## src/rtl/core/swsm_pkg.sv

```systemverilog
// ----------------------------------------------------------------------------
// Stopwatch split memory package
// Shared beat, time and control types for the stopwatch with split memory.
// ----------------------------------------------------------------------------
package swsm_pkg;

    typedef enum logic [2:0] {
        CMD_TICK       = 3'd0,
        CMD_VIEW       = 3'd1,
        CMD_START_STOP = 3'd2,
        CMD_SPLIT      = 3'd3,
        CMD_RST_PRESS  = 3'd4,
        CMD_RST_REL    = 3'd5,
        CMD_RST_TMO    = 3'd6,
        CMD_CLEAR      = 3'd7
    } cmd_t;

    typedef struct packed {
        logic [6:0] hours;
        logic [5:0] minutes;
        logic [5:0] seconds;
    } hms_t;

    typedef struct packed {
        cmd_t       cmd;
        logic [4:0] read_index;
    } in_beat_t;

    typedef struct packed {
        logic [6:0] disp_hours;
        logic [5:0] disp_minutes;
        logic [5:0] disp_seconds;
        logic       running;
        logic       chrono_view;
        logic [4:0] split_count;
        logic       split_full;
        logic       reset_pending;
        logic       split_valid;
        logic [6:0] split_hours;
        logic [5:0] split_minutes;
        logic [5:0] split_seconds;
    } out_beat_t;

    typedef struct packed {
        logic shift;
        logic append;
        hms_t data;
    } cell_ctrl_t;

    typedef struct packed {
        hms_t elapsed;
        logic running;
        logic chrono_view;
        logic hold;
    } ctrl_status_t;

endpackage

```

## src/rtl/core/swsm_cell.sv

```systemverilog
// ----------------------------------------------------------------------------
// Split cell
// One entry of the split row. It loads a new split when appended at its
// position, or takes its right neighbor's split when the row shifts.
// ----------------------------------------------------------------------------
module swsm_cell (
    input  logic                   clk,
    input  swsm_pkg::cell_ctrl_t   ctrl,
    input  logic                   load_sel,
    input  swsm_pkg::hms_t         shift_in,
    output swsm_pkg::hms_t         value,
    output swsm_pkg::hms_t         value_next
);

    swsm_pkg::hms_t value_reg;

    always_comb
    begin
        if (ctrl.shift)
        begin
            value_next = shift_in;
        end
        else if (ctrl.append && load_sel)
        begin
            value_next = ctrl.data;
        end
        else
        begin
            value_next = value_reg;
        end
    end

    always_ff @(posedge clk)
    begin
        value_reg <= value_next;
    end

    assign value = value_reg;

endmodule

```

## src/rtl/core/swsm_ctrl.sv

```systemverilog
// ----------------------------------------------------------------------------
// Stopwatch control
// Holds the time count, view, run and reset-hold flags and the split count,
// and steers the split row for each accepted beat.
// ----------------------------------------------------------------------------
module swsm_ctrl #(
    parameter int SPLIT_DEPTH = 30,
    localparam int CntW = $clog2(SPLIT_DEPTH + 1)
) (
    input  logic                   clk,
    input  logic                   rst_n,
    input  logic                   accept,
    input  swsm_pkg::cmd_t         cmd,
    input  logic                   cfg_write,
    input  logic                   cfg_data,
    output swsm_pkg::ctrl_status_t status,
    output swsm_pkg::cell_ctrl_t   cell_ctrl,
    output logic [CntW-1:0]        count,
    output logic [CntW-1:0]        count_next,
    output logic                   keep_latest
);

    logic           keep_latest_reg;
    logic           view_reg;
    logic           view_next;
    logic           run_reg;
    logic           run_next;
    logic           cleared_reg;
    logic           cleared_next;
    logic           hold_reg;
    logic           hold_next;
    swsm_pkg::hms_t elapsed_reg;
    swsm_pkg::hms_t elapsed_next;
    swsm_pkg::hms_t saved_reg;
    swsm_pkg::hms_t saved_next;
    logic [CntW-1:0] count_reg;
    logic           full;
    logic           reset_ok;

    function automatic swsm_pkg::hms_t advance_second(input swsm_pkg::hms_t t);
        swsm_pkg::hms_t r;
        r = t;
        if (t.seconds >= 6'd59)
        begin
            r.seconds = 6'd0;
            if (t.minutes >= 6'd59)
            begin
                r.minutes = 6'd0;
                r.hours   = (t.hours >= 7'd99) ? 7'd0 : t.hours + 7'd1;
            end
            else
            begin
                r.minutes = t.minutes + 6'd1;
            end
        end
        else
        begin
            r.seconds = t.seconds + 6'd1;
        end
        return r;
    endfunction

    assign full     = (count_reg == CntW'(SPLIT_DEPTH));
    assign reset_ok = view_reg && !run_reg && !cleared_reg;

    always_comb
    begin
        view_next        = view_reg;
        run_next         = run_reg;
        cleared_next     = cleared_reg;
        hold_next        = hold_reg;
        elapsed_next     = elapsed_reg;
        saved_next       = saved_reg;
        count_next       = count_reg;
        cell_ctrl.shift  = 1'b0;
        cell_ctrl.append = 1'b0;
        cell_ctrl.data   = elapsed_reg;
        if (accept)
        begin
            case (cmd)
                swsm_pkg::CMD_TICK:
                begin
                    if (run_reg)
                    begin
                        elapsed_next = advance_second(elapsed_reg);
                    end
                end
                swsm_pkg::CMD_VIEW:
                begin
                    view_next = !view_reg;
                end
                swsm_pkg::CMD_START_STOP:
                begin
                    if (view_reg)
                    begin
                        run_next = !run_reg;
                        if (run_reg)
                        begin
                            cleared_next = 1'b0;
                        end
                    end
                end
                swsm_pkg::CMD_SPLIT:
                begin
                    if (view_reg && run_reg)
                    begin
                        if (full)
                        begin
                            cell_ctrl.shift = keep_latest_reg;
                        end
                        else
                        begin
                            cell_ctrl.append = 1'b1;
                            count_next       = count_reg + CntW'(1);
                        end
                    end
                end
                swsm_pkg::CMD_RST_PRESS:
                begin
                    if (reset_ok)
                    begin
                        saved_next = elapsed_reg;
                        hold_next  = 1'b1;
                    end
                end
                swsm_pkg::CMD_RST_REL:
                begin
                    if (reset_ok)
                    begin
                        if (!hold_reg)
                        begin
                            elapsed_next = '0;
                            cleared_next = 1'b1;
                        end
                        else
                        begin
                            elapsed_next = saved_reg;
                        end
                        hold_next = 1'b0;
                    end
                end
                swsm_pkg::CMD_RST_TMO:
                begin
                    if (hold_reg)
                    begin
                        elapsed_next = '0;
                        hold_next    = 1'b0;
                        count_next   = '0;
                    end
                end
                swsm_pkg::CMD_CLEAR:
                begin
                    count_next = '0;
                end
                default:
                begin
                    count_next = count_reg;
                end
            endcase
        end
    end

    always_ff @(posedge clk or negedge rst_n)
    begin
        if (!rst_n)
        begin
            keep_latest_reg <= 1'b0;
            view_reg        <= 1'b0;
            run_reg         <= 1'b0;
            cleared_reg     <= 1'b1;
            hold_reg        <= 1'b0;
            elapsed_reg     <= '0;
            saved_reg       <= '0;
            count_reg       <= '0;
        end
        else
        begin
            if (cfg_write)
            begin
                keep_latest_reg <= cfg_data;
            end
            view_reg    <= view_next;
            run_reg     <= run_next;
            cleared_reg <= cleared_next;
            hold_reg    <= hold_next;
            elapsed_reg <= elapsed_next;
            saved_reg   <= saved_next;
            count_reg   <= count_next;
        end
    end

    assign status.elapsed     = elapsed_next;
    assign status.running     = run_next;
    assign status.chrono_view = view_next;
    assign status.hold        = hold_next;
    assign count              = count_reg;
    assign keep_latest        = keep_latest_reg;

endmodule

```

## src/rtl/core/stopwatch_with_split_memory_top.sv

```systemverilog
// ----------------------------------------------------------------------------
// Stopwatch with split memory
// Event-driven hh:mm:ss stopwatch with a row of split cells, oldest first.
// ----------------------------------------------------------------------------
// The block takes one beat per clock cycle while in_stall is low. Each
// accepted beat updates the control registers and the row of split cells,
// and its result is registered at the same edge, in the output register when
// that is free, else in the skid entry. A two-entry output stage lets the
// input keep flowing for one more beat while the output is stalled; input
// stall rises only when both entries hold results. When the split row is full
// and keep-latest is set, a new split shifts every cell one place toward the
// oldest end and enters at the newest end.
module stopwatch_with_split_memory_top #(
    parameter int SPLIT_DEPTH = 30
) (
    input  logic                cfg_write,
    input  logic                cfg_data,
    input  logic                clk,
    input  logic                rst_n,
    input  logic                in_valid,
    output logic                in_stall,
    input  swsm_pkg::in_beat_t  in_beat,
    output logic                out_valid,
    input  logic                out_stall,
    output swsm_pkg::out_beat_t out_beat
);

    localparam int CntW = $clog2(SPLIT_DEPTH + 1);
    localparam int CmpW = (CntW > 5) ? CntW : 5;
    localparam int HmsW = $bits(swsm_pkg::hms_t);

    logic                   in_acc;
    logic                   out_acc;
    swsm_pkg::ctrl_status_t status;
    swsm_pkg::cell_ctrl_t   cell_ctrl;
    logic [CntW-1:0]        count;
    logic [CntW-1:0]        count_next;
    logic [CmpW-1:0]        count_ext;
    logic                   keep_latest;
    swsm_pkg::hms_t         cell_value [SPLIT_DEPTH];
    swsm_pkg::hms_t         cell_next  [SPLIT_DEPTH];
    logic [HmsW-1:0]        split_pick;
    swsm_pkg::hms_t         split_time;
    logic                   split_valid;
    swsm_pkg::out_beat_t    result;
    logic                   out_valid_reg;
    swsm_pkg::out_beat_t    out_beat_reg;
    logic                   skid_valid_reg;
    swsm_pkg::out_beat_t    skid_beat_reg;

    assign in_stall = skid_valid_reg;
    assign in_acc   = in_valid && !in_stall;
    assign out_acc  = out_valid_reg && !out_stall;

    swsm_ctrl #(
        .SPLIT_DEPTH(SPLIT_DEPTH)
    ) u_ctrl (
        .clk         (clk),
        .rst_n       (rst_n),
        .accept      (in_acc),
        .cmd         (in_beat.cmd),
        .cfg_write   (cfg_write),
        .cfg_data    (cfg_data),
        .status      (status),
        .cell_ctrl   (cell_ctrl),
        .count       (count),
        .count_next  (count_next),
        .keep_latest (keep_latest)
    );

    genvar gi;
    generate
        for (gi = 0; gi < SPLIT_DEPTH; gi++)
        begin : g_cell
            swsm_pkg::hms_t shift_in;
            if (gi == SPLIT_DEPTH - 1)
            begin : g_last
                assign shift_in = cell_ctrl.data;
            end
            else
            begin : g_mid
                assign shift_in = cell_value[gi+1];
            end
            swsm_cell u_cell (
                .clk        (clk),
                .ctrl       (cell_ctrl),
                .load_sel   (count == CntW'(gi)),
                .shift_in   (shift_in),
                .value      (cell_value[gi]),
                .value_next (cell_next[gi])
            );
        end
    endgenerate

    assign count_ext   = CmpW'(count_next);
    assign split_valid = (CmpW'(in_beat.read_index) < count_ext);

    always_comb
    begin
        split_pick = '0;
        for (int i = 0; i < SPLIT_DEPTH; i++)
        begin
            if (CmpW'(in_beat.read_index) == CmpW'(i))
            begin
                split_pick = split_pick | cell_next[i];
            end
        end
    end

    assign split_time = split_valid ? swsm_pkg::hms_t'(split_pick) : '0;

    always_comb
    begin
        result.disp_hours    = status.elapsed.hours;
        result.disp_minutes  = status.elapsed.minutes;
        result.disp_seconds  = status.elapsed.seconds;
        result.running       = status.running;
        result.chrono_view   = status.chrono_view;
        result.split_count   = count_ext[4:0];
        result.split_full    = (count_next == CntW'(SPLIT_DEPTH)) && !keep_latest;
        result.reset_pending = status.hold;
        result.split_valid   = split_valid;
        result.split_hours   = split_time.hours;
        result.split_minutes = split_time.minutes;
        result.split_seconds = split_time.seconds;
    end

    always_ff @(posedge clk or negedge rst_n)
    begin
        if (!rst_n)
        begin
            out_valid_reg  <= 1'b0;
            skid_valid_reg <= 1'b0;
        end
        else
        begin
            if (out_acc || !out_valid_reg)
            begin
                if (skid_valid_reg)
                begin
                    out_valid_reg  <= 1'b1;
                    skid_valid_reg <= 1'b0;
                end
                else
                begin
                    out_valid_reg <= in_acc;
                end
            end
            else if (in_acc)
            begin
                skid_valid_reg <= 1'b1;
            end
        end
    end

    always_ff @(posedge clk)
    begin
        if (out_acc || !out_valid_reg)
        begin
            if (skid_valid_reg)
            begin
                out_beat_reg <= skid_beat_reg;
            end
            else if (in_acc)
            begin
                out_beat_reg <= result;
            end
        end
        else if (in_acc)
        begin
            skid_beat_reg <= result;
        end
    end

    assign out_valid = out_valid_reg;
    assign out_beat  = out_beat_reg;

`ifndef NO_ASSERTIONS
    a_skid_behind_out: assert property (@(posedge clk) disable iff (!rst_n)
        skid_valid_reg |-> out_valid_reg)
        else $error("Skid entry is valid while the output register is empty.");

    a_accept_gives_result: assert property (@(posedge clk) disable iff (!rst_n)
        in_acc |=> out_valid_reg)
        else $error("Accepted beat did not produce a result.");

    a_shift_append_excl: assert property (@(posedge clk) disable iff (!rst_n)
        !(cell_ctrl.shift && cell_ctrl.append))
        else $error("Split row shifted and appended in the same cycle.");

    a_count_bound: assert property (@(posedge clk) disable iff (!rst_n)
        count <= CntW'(SPLIT_DEPTH))
        else $error("Split count exceeds the row depth.");

    a_shift_only_full: assert property (@(posedge clk) disable iff (!rst_n)
        cell_ctrl.shift |-> (count == CntW'(SPLIT_DEPTH)) && keep_latest)
        else $error("Split row shifted while not full or in keep-oldest mode.");
`endif

endmodule
```

## config.mk

```make
export PLATFORM = sky130hd
export DESIGN_NAME = stopwatch_with_split_memory_top
export DESIGN_NICKNAME = d
export VERILOG_FILES = /design/src/rtl/core/swsm_pkg.sv /design/src/rtl/core/swsm_cell.sv /design/src/rtl/core/swsm_ctrl.sv /design/src/rtl/core/stopwatch_with_split_memory_top.sv
export SDC_FILE = /design/constraint.sdc
export NUM_CORES = 2
export LEC_CHECK = 0
export BUFFER_PORTS_ARGS = -buffer_cell sky130_fd_sc_hd__buf_2
export CAP_MARGIN = 0
export CORE_MARGIN = 10
export CORE_UTILIZATION = 45
export DETAILED_ROUTE_END_ITERATION = 8
export PLACE_DENSITY = 0.62
export SETUP_SLACK_MARGIN = 0.1
export SYNTH_ARGS = -nofsm -noshare
export SYNTH_HDL_FRONTEND = slang
export SYNTH_SLANG_ARGS = --single-unit
```

## constraint.sdc

```tcl
create_clock -name clk -period 5.5 [get_ports clk]
set_clock_uncertainty 0.15 [all_clocks]
set_input_delay 0.275 -clock clk [delete_from_list [all_inputs] [get_ports clk]]
set_output_delay 0.275 -clock clk [all_outputs]
set_load 0.005 [all_outputs]
```

# [After elaboration in Yosys (flattened, before gate mapping)]
# Cells that the tools add are included.
[op_classes] addsub=4 n_lt_le_gt_ge=4 eq_ne=71 n_mux=131 bitwise_logic=30 n_reduce_logical=54
[ops] op="2-to-1 mux 19 bit" count=96
[ops] op="OR 19 bit" count=29
[ops] op="== test 5 bit (second input constant)" count=30
[ops] op="2-to-1 mux 48 bit" count=2
[ops] op="== test 5 x 4 -> 1 bit (second input constant)" count=16
[ops] op="case mux 19 bit (3 select lines)" count=1
[ops] op="== test 5 x 3 -> 1 bit (second input constant)" count=8
[ops] op="logical AND 1 bit" count=36
[ops] op="== test 5 x 2 -> 1 bit (second input constant)" count=4
[ops] op="2-to-1 mux 5 bit" count=4
[ops] op="2-to-1 mux 1 bit" count=17
[ops] op="case mux 5 bit (3 select lines)" count=1
[ops] op="2-to-1 mux 7 bit" count=2
[ops] op="2-to-1 mux 13 bit" count=1
[ops] op="adder 6 x 1 -> 6 bit (second input constant)" count=2
[ops] op="== test 3 bit (second input constant)" count=4
[ops] op=">= comparator 6 bit (second input constant)" count=2
[ops] op="2-to-1 mux 6 bit" count=2
[ops] op="== test 5 x 1 -> 1 bit (second input constant)" count=2
[ops] op="zero test 5 bit" count=2
[ops] op="adder 7 x 1 -> 7 bit (second input constant)" count=1
[ops] op=">= comparator 7 bit (second input constant)" count=1
[ops] op="zero test 1 bit" count=7
[ops] op="== test 3 x 2 -> 1 bit (second input constant)" count=2
[ops] op="other kinds (15)" count=22
[totals] register_bits=716 elab_cells=422

# [Logic depth before layout (Yosys ltp)]
[depth] ltp_word=70 mapped_depth=17 depth_no_buf=14

# [By module]
# A second synthesis with hierarchy kept.
[hier_totals] hier_cells=4401 hier_area_um2=41604.9
[modules_own_cells] mod="swsm_cell" instances=30 cells_per_inst=108 area_per_inst_um2=1013.5
[modules_own_cells] mod="stopwatch_with_split_memory_top" instances=1 cells_per_inst=902 area_per_inst_um2=8544.4
[modules_own_cells] mod="swsm_ctrl" instances=1 cells_per_inst=259 area_per_inst_um2=2656.3

# [Worst setup path after synthesis]
# No wires, ideal clock.
[synth_timing] path_kind="reg2reg" from="register skid_valid_reg, in the netlist in_stall" to="register out_beat_reg (netlist bit out_beat[0]) (enable)" setup_ns=0.469 t_arrival_ns=3.332 required_ns=4.881 setup_slack_ns=1.549 stages_incl_launch_ff=5 path_buffers=2 synth_period_minus_slack_ns=3.951 path_cell_list="dfrtp_1 -> buf_2 -> clkbuf_1 -> nor2_1 -> a21oi_1"
[synth_between] elab_chain_len=4
[synth_lines] element="start, declared" line="stopwatch_with_split_memory_top.sv:48" source="logic skid_valid_reg;"
[synth_lines] element="start signal, assigned" line="stopwatch_with_split_memory_top.sv:133" source="skid_valid_reg <= 1'b0;"
[synth_lines] element="start signal, assigned" line="stopwatch_with_split_memory_top.sv:142" source="skid_valid_reg <= 1'b0;"
[synth_lines] element="start signal, assigned" line="stopwatch_with_split_memory_top.sv:151" source="skid_valid_reg <= 1'b1;"
[synth_lines] element="zero test 1 bit" line="stopwatch_with_split_memory_top.sv:52" source="assign in_acc = in_valid && !in_stall;"
[synth_lines] element="logical AND 1 bit" line="stopwatch_with_split_memory_top.sv:52"
[synth_lines] element="nonzero test 2 bit (no source line) (*)"
[synth_lines] element="AND reduction 2 bit (no source line) (*)"
[synth_lines] element="end signal, assigned" line="stopwatch_with_split_memory_top.sv:162" source="out_beat_reg <= skid_beat_reg;"
[synth_lines] element="end signal, assigned" line="stopwatch_with_split_memory_top.sv:166" source="out_beat_reg <= result;"
[synth_lines] element="end, declared" line="stopwatch_with_split_memory_top.sv:47" source="swsm_pkg::out_beat_t out_beat_reg;"
# Every way passes the cells marked *; elsewhere a longest branch is shown, timed or not.
# A chain may end at the register's enable or synchronous reset.

==> impl_metrics.xml <==
<?xml version="1.0" encoding="UTF-8"?>
<metrics>
  <group name="status">
    <metric name="outcome" unit="">finished with violations</metric>
    <metric name="failed_checks" unit="">max-capacitance violations, max-slew violations</metric>
  </group>
  <group name="layout">
    <metric name="largest_register_ffs" unit="">570</metric>
    <metric name="area_growth" unit="%">12.8</metric>
    <metric name="final_nets" unit="">4027</metric>
    <metric name="post_route_cells_drive_above_1_share" unit="">0.133</metric>
    <metric name="fillers" unit="">7230</metric>
  </group>
  <group name="power_and_ir_drop">
    <metric name="power.density" unit="nW/um^2">309</metric>
    <metric name="p_leak" unit="nW">16.1</metric>
    <metric name="ir_drop" unit="mV">0.231</metric>
  </group>
  <group name="sta">
    <metric name="final.setup.tns" unit="ns">0</metric>
    <metric name="fmax" unit="MHz">192</metric>
    <metric name="timing.slew.headroom" unit="">-0.0336</metric>
    <metric name="final-setup-viol-count" unit="">0</metric>
    <metric name="worst_pin_slew" unit="ns">1.54</metric>
    <metric name="hold_slack" unit="ns">0.0290</metric>
    <metric name="drv_slew" unit="">3</metric>
    <metric name="layout_worst_path_cycle_share" unit="">0.947</metric>
    <metric name="grt_setup_unrepaired" unit="">false</metric>
    <metric name="final_hold_viol_count" unit="">0</metric>
    <metric name="post-route-min-period" unit="ns">5.21</metric>
  </group>
  <group name="critical_path">
    <metric name="worst_r2r_path_depth" unit="">12</metric>
    <metric name="cp.required" unit="ns">5.73</metric>
    <metric name="worst-path-max-fanout" unit="">22</metric>
    <metric name="crit_path_kind" unit="">reg -&gt; reg</metric>
    <metric name="reg2reg_slack" unit="ns">0.29</metric>
    <metric name="worst_r2r_startpoint" unit="">u_ctrl.view_reg</metric>
    <metric name="arrival" unit="ns">5.44</metric>
    <metric name="crit-reg2reg-capture" unit="">out_beat[13]</metric>
    <metric name="worst_setup_path_start_kind" unit="">flip-flop</metric>
    <metric name="cp-end-kind" unit="">flip-flop</metric>
  </group>
  <group name="global_routing">
    <metric name="overflow" unit="">0</metric>
    <metric name="grt_pass1_wl" unit="um">243000</metric>
    <metric name="gr-usage-all-layers" unit="">0.386</metric>
    <metric name="grt_start_max_net_pins" unit="">157</metric>
    <metric name="antenna_found_initial" unit="">10</metric>
    <metric name="grt_pass1_vias" unit="">33300</metric>
  </group>
  <group name="yosys">
    <metric name="yosys_most_used_dff" unit="">sky130_fd_sc_hd__dfxtp_1</metric>
    <metric name="postSynthRegisterBits" unit="">716</metric>
    <metric name="syn-cell-area" unit="um^2">34300</metric>
    <metric name="ys_async_sr_fraction" unit="">0.0698</metric>
    <metric name="synth_edf_count" unit="">96</metric>
    <metric name="synth_sequential_area_ratio" unit="">0.453</metric>
    <metric name="synthesis.instances" unit="">3997</metric>
    <metric name="syn_area_per_cell" unit="um^2">8.58</metric>
    <metric name="synth.distinct_cells" unit="">80</metric>
    <metric name="syn-num-nets" unit="">4025</metric>
    <metric name="ys.warnings.count" unit="">0</metric>
  </group>
  <group name="min_path">
    <metric name="min_path_type" unit="">in -&gt; reg</metric>
    <metric name="hold_end" unit="">u_ctrl.hold_reg</metric>
    <metric name="hp-start" unit="">in_beat[6]</metric>
    <metric name="worst_hold_path.num_cells" unit="">3</metric>
  </group>
  <group name="cts">
    <metric name="clock_insertion_delay_worst_skew" unit="ns">0.67</metric>
    <metric name="clkTransAtPathRegs" unit="ns">0.06</metric>
    <metric name="cts.hold.buffers_added" unit="">8</metric>
    <metric name="tritoncts_num_sinks" unit="">716</metric>
    <metric name="cts_setup_buffers" unit="">0</metric>
    <metric name="cts_buffer_depth" unit="">3</metric>
    <metric name="h_tree_depth" unit="">3</metric>
    <metric name="cts_tree" unit="">done</metric>
    <metric name="clk_root_buffer_cell" unit="">sky130_fd_sc_hd__clkbuf_16</metric>
    <metric name="postcts_resize_cnt" unit="">0</metric>
    <metric name="cts_buffers" unit="">78</metric>
  </group>
  <group name="routing">
    <metric name="drt_iter0_markers" unit="">5397</metric>
    <metric name="vias" unit="">35600</metric>
    <metric name="route.final.wire_length" unit="um">173000</metric>
    <metric name="detail_route.wl_per_cell" unit="um">34.3</metric>
    <metric name="postRouteAntennaNets" unit="">0</metric>
    <metric name="route.detailed.vias_per_inst" unit="">7.05</metric>
    <metric name="drc" unit="">0</metric>
    <metric name="drt_pre_antenna_iters" unit="">7</metric>
  </group>
  <group name="floorplanning">
    <metric name="floorplan.die.width" unit="um">296</metric>
    <metric name="die_area" unit="um^2">87600</metric>
    <metric name="initial_utilization" unit="">0.453</metric>
    <metric name="core_region_area" unit="um^2">75700</metric>
    <metric name="top_level_ports" unit="">64</metric>
    <metric name="die_y" unit="um">296</metric>
    <metric name="rows" unit="">101</metric>
  </group>
  <group name="placed_design">
    <metric name="post-dp-hpwl" unit="um">117000</metric>
    <metric name="gp_routability_congestion" unit="">1.06</metric>
    <metric name="buffer_ports.inserted" unit="">63</metric>
  </group>
  <group name="job">
    <metric name="max_cap_viol_count" unit="">1</metric>
  </group>
</metrics>
## area by class of cell
cell class,count,area [um^2],area share
clock buffers,113,2270,0.0588
well taps,978,1220,0.0317
repair buffers,269,2010,0.0519
inverters,40,150,0.00388
diodes,9,22.5,0.000583
flip-flops and latches,716,15500,0.402
clock inverters,30,256,0.00663
multi-input cells,2894,17200,0.444
## layer usage
| layer | GRT usage | routed length (um) | share of wire | vias up |
|---|---|---|---|---|
| met5 | 0.00170 | 30 | 0.00017 | - |
| met4 | 0.317 | 17000 | 0.098 | 4 |
| met3 | 0.124 | 22400 | 0.13 | 848 |
| met2 | 0.543 | 69900 | 0.40 | 2797 |
| met1 | 0.476 | 63700 | 0.37 | 17100 |
| li1 | - | - | - | 14900 |
## placed cells by master, fill, tap and decap left out, drive strengths merged, types with 64 or more instances in the layout
cell / synthesis / routed
buf: 172 / 261
a221oi: 300 / 300
mux2i: 73 / 73
clkbuf: 175 / 113
a21oi: 152 / 152
nor2: 896 / 896
a22oi: 109 / 109
edfxtp: 96 / 96
dfxtp: 570 / 570
mux2: 64 / 64
o21ai: 76 / 76
nand2: 314 / 314
a31oi: 107 / 107
and2: 70 / 70
nor3: 196 / 196
## per-stage QoR
| step | worst slack [ns] | util | area (um^2) | std cells | total power, mW |
|---|---|---|---|---|---|
| after detailed placement | 0.480 | 0.476 | 36000 | 4889 | 6.64 |
| after floorplan | 1.55 | - | 34300 | 3997 | 6.16 |
| after global routing | 0.308 | 0.510 | 38600 | 5040 | 12.2 |
| after CTS | 0.503 | 0.510 | 38600 | 5040 | 11.8 |
| after global placement | 0.506 | 0.476 | 36000 | 4889 | 6.63 |
| final | 0.291 | 0.511 | 38700 | 5049 | 11.9 |
## kinds of logic (layout without fill, tap and decap cells)
group	count (synthesis)	count (layout)	synth area share
and+or+nand+nor	1746	1746	0.233
AOI/OAI and AO/OA	994	994	0.216
DFF	716	716	0.453
buffers and inverters	387	452	0.0498
muxes	137	137	0.0423
adders and majority gates	14	14	0.00511
xor gates and xnor gates	3	3	0.000767
other	0	9	0
## power breakdown
part / switching (mW) / internal, mW / leakage (nW)
clock: 2.32 / 3.02 / 1.24
combinational: 0.790 / 0.263 / 8.67
sequential: 0.107 / 5.44 / 6.19
## worst max path at each step
stage,startpoint,slack (ns),cells after the start,end
after floorplan,in_stall,1.55,4,out_beat[0]
after global placement,u_ctrl.view_reg,0.51,12,out_beat[13]
after detailed placement,u_ctrl.view_reg,0.48,12,out_beat[13]
after CTS,u_ctrl.view_reg,0.50,12,out_beat[13]
after global routing,u_ctrl.view_reg,0.31,12,out_beat[13]
final,u_ctrl.view_reg,0.29,12,out_beat[13]
## critical path: stages (launching register included)
cell	delay [ns]
sky130_fd_sc_hd__dfrtp_1	0.41
sky130_fd_sc_hd__ha_1	0.38
sky130_fd_sc_hd__nand3b_1	0.36
sky130_fd_sc_hd__nor2_4	0.19
sky130_fd_sc_hd__buf_4	0.52
sky130_fd_sc_hd__buf_4	0.41
sky130_fd_sc_hd__nand2_1	0.56
sky130_fd_sc_hd__o2bb2ai_1	0.40
sky130_fd_sc_hd__a22oi_1	0.19
sky130_fd_sc_hd__o311ai_0	0.45
sky130_fd_sc_hd__nor4_1	0.65
sky130_fd_sc_hd__buf_4	0.21
sky130_fd_sc_hd__o21ai_1	0.05
## cells in the mapped netlist, types with 64 or more instances
master,n,area (um^2)
sky130_fd_sc_hd__dfxtp_1,570,11400
sky130_fd_sc_hd__a22oi_1,109,818
sky130_fd_sc_hd__edfxtp_1,96,2880
sky130_fd_sc_hd__a31oi_1,107,669
sky130_fd_sc_hd__nor2_1,895,3360
sky130_fd_sc_hd__a221oi_1,295,2580
sky130_fd_sc_hd__nand2_1,314,1180
sky130_fd_sc_hd__nor3_1,196,981
sky130_fd_sc_hd__a21oi_1,152,761
sky130_fd_sc_hd__mux2_2,64,721
sky130_fd_sc_hd__clkbuf_1,175,657
sky130_fd_sc_hd__mux2i_1,73,731
sky130_fd_sc_hd__and2_1,69,432
sky130_fd_sc_hd__buf_2,134,671
Power figures use the tool's default switching activity.
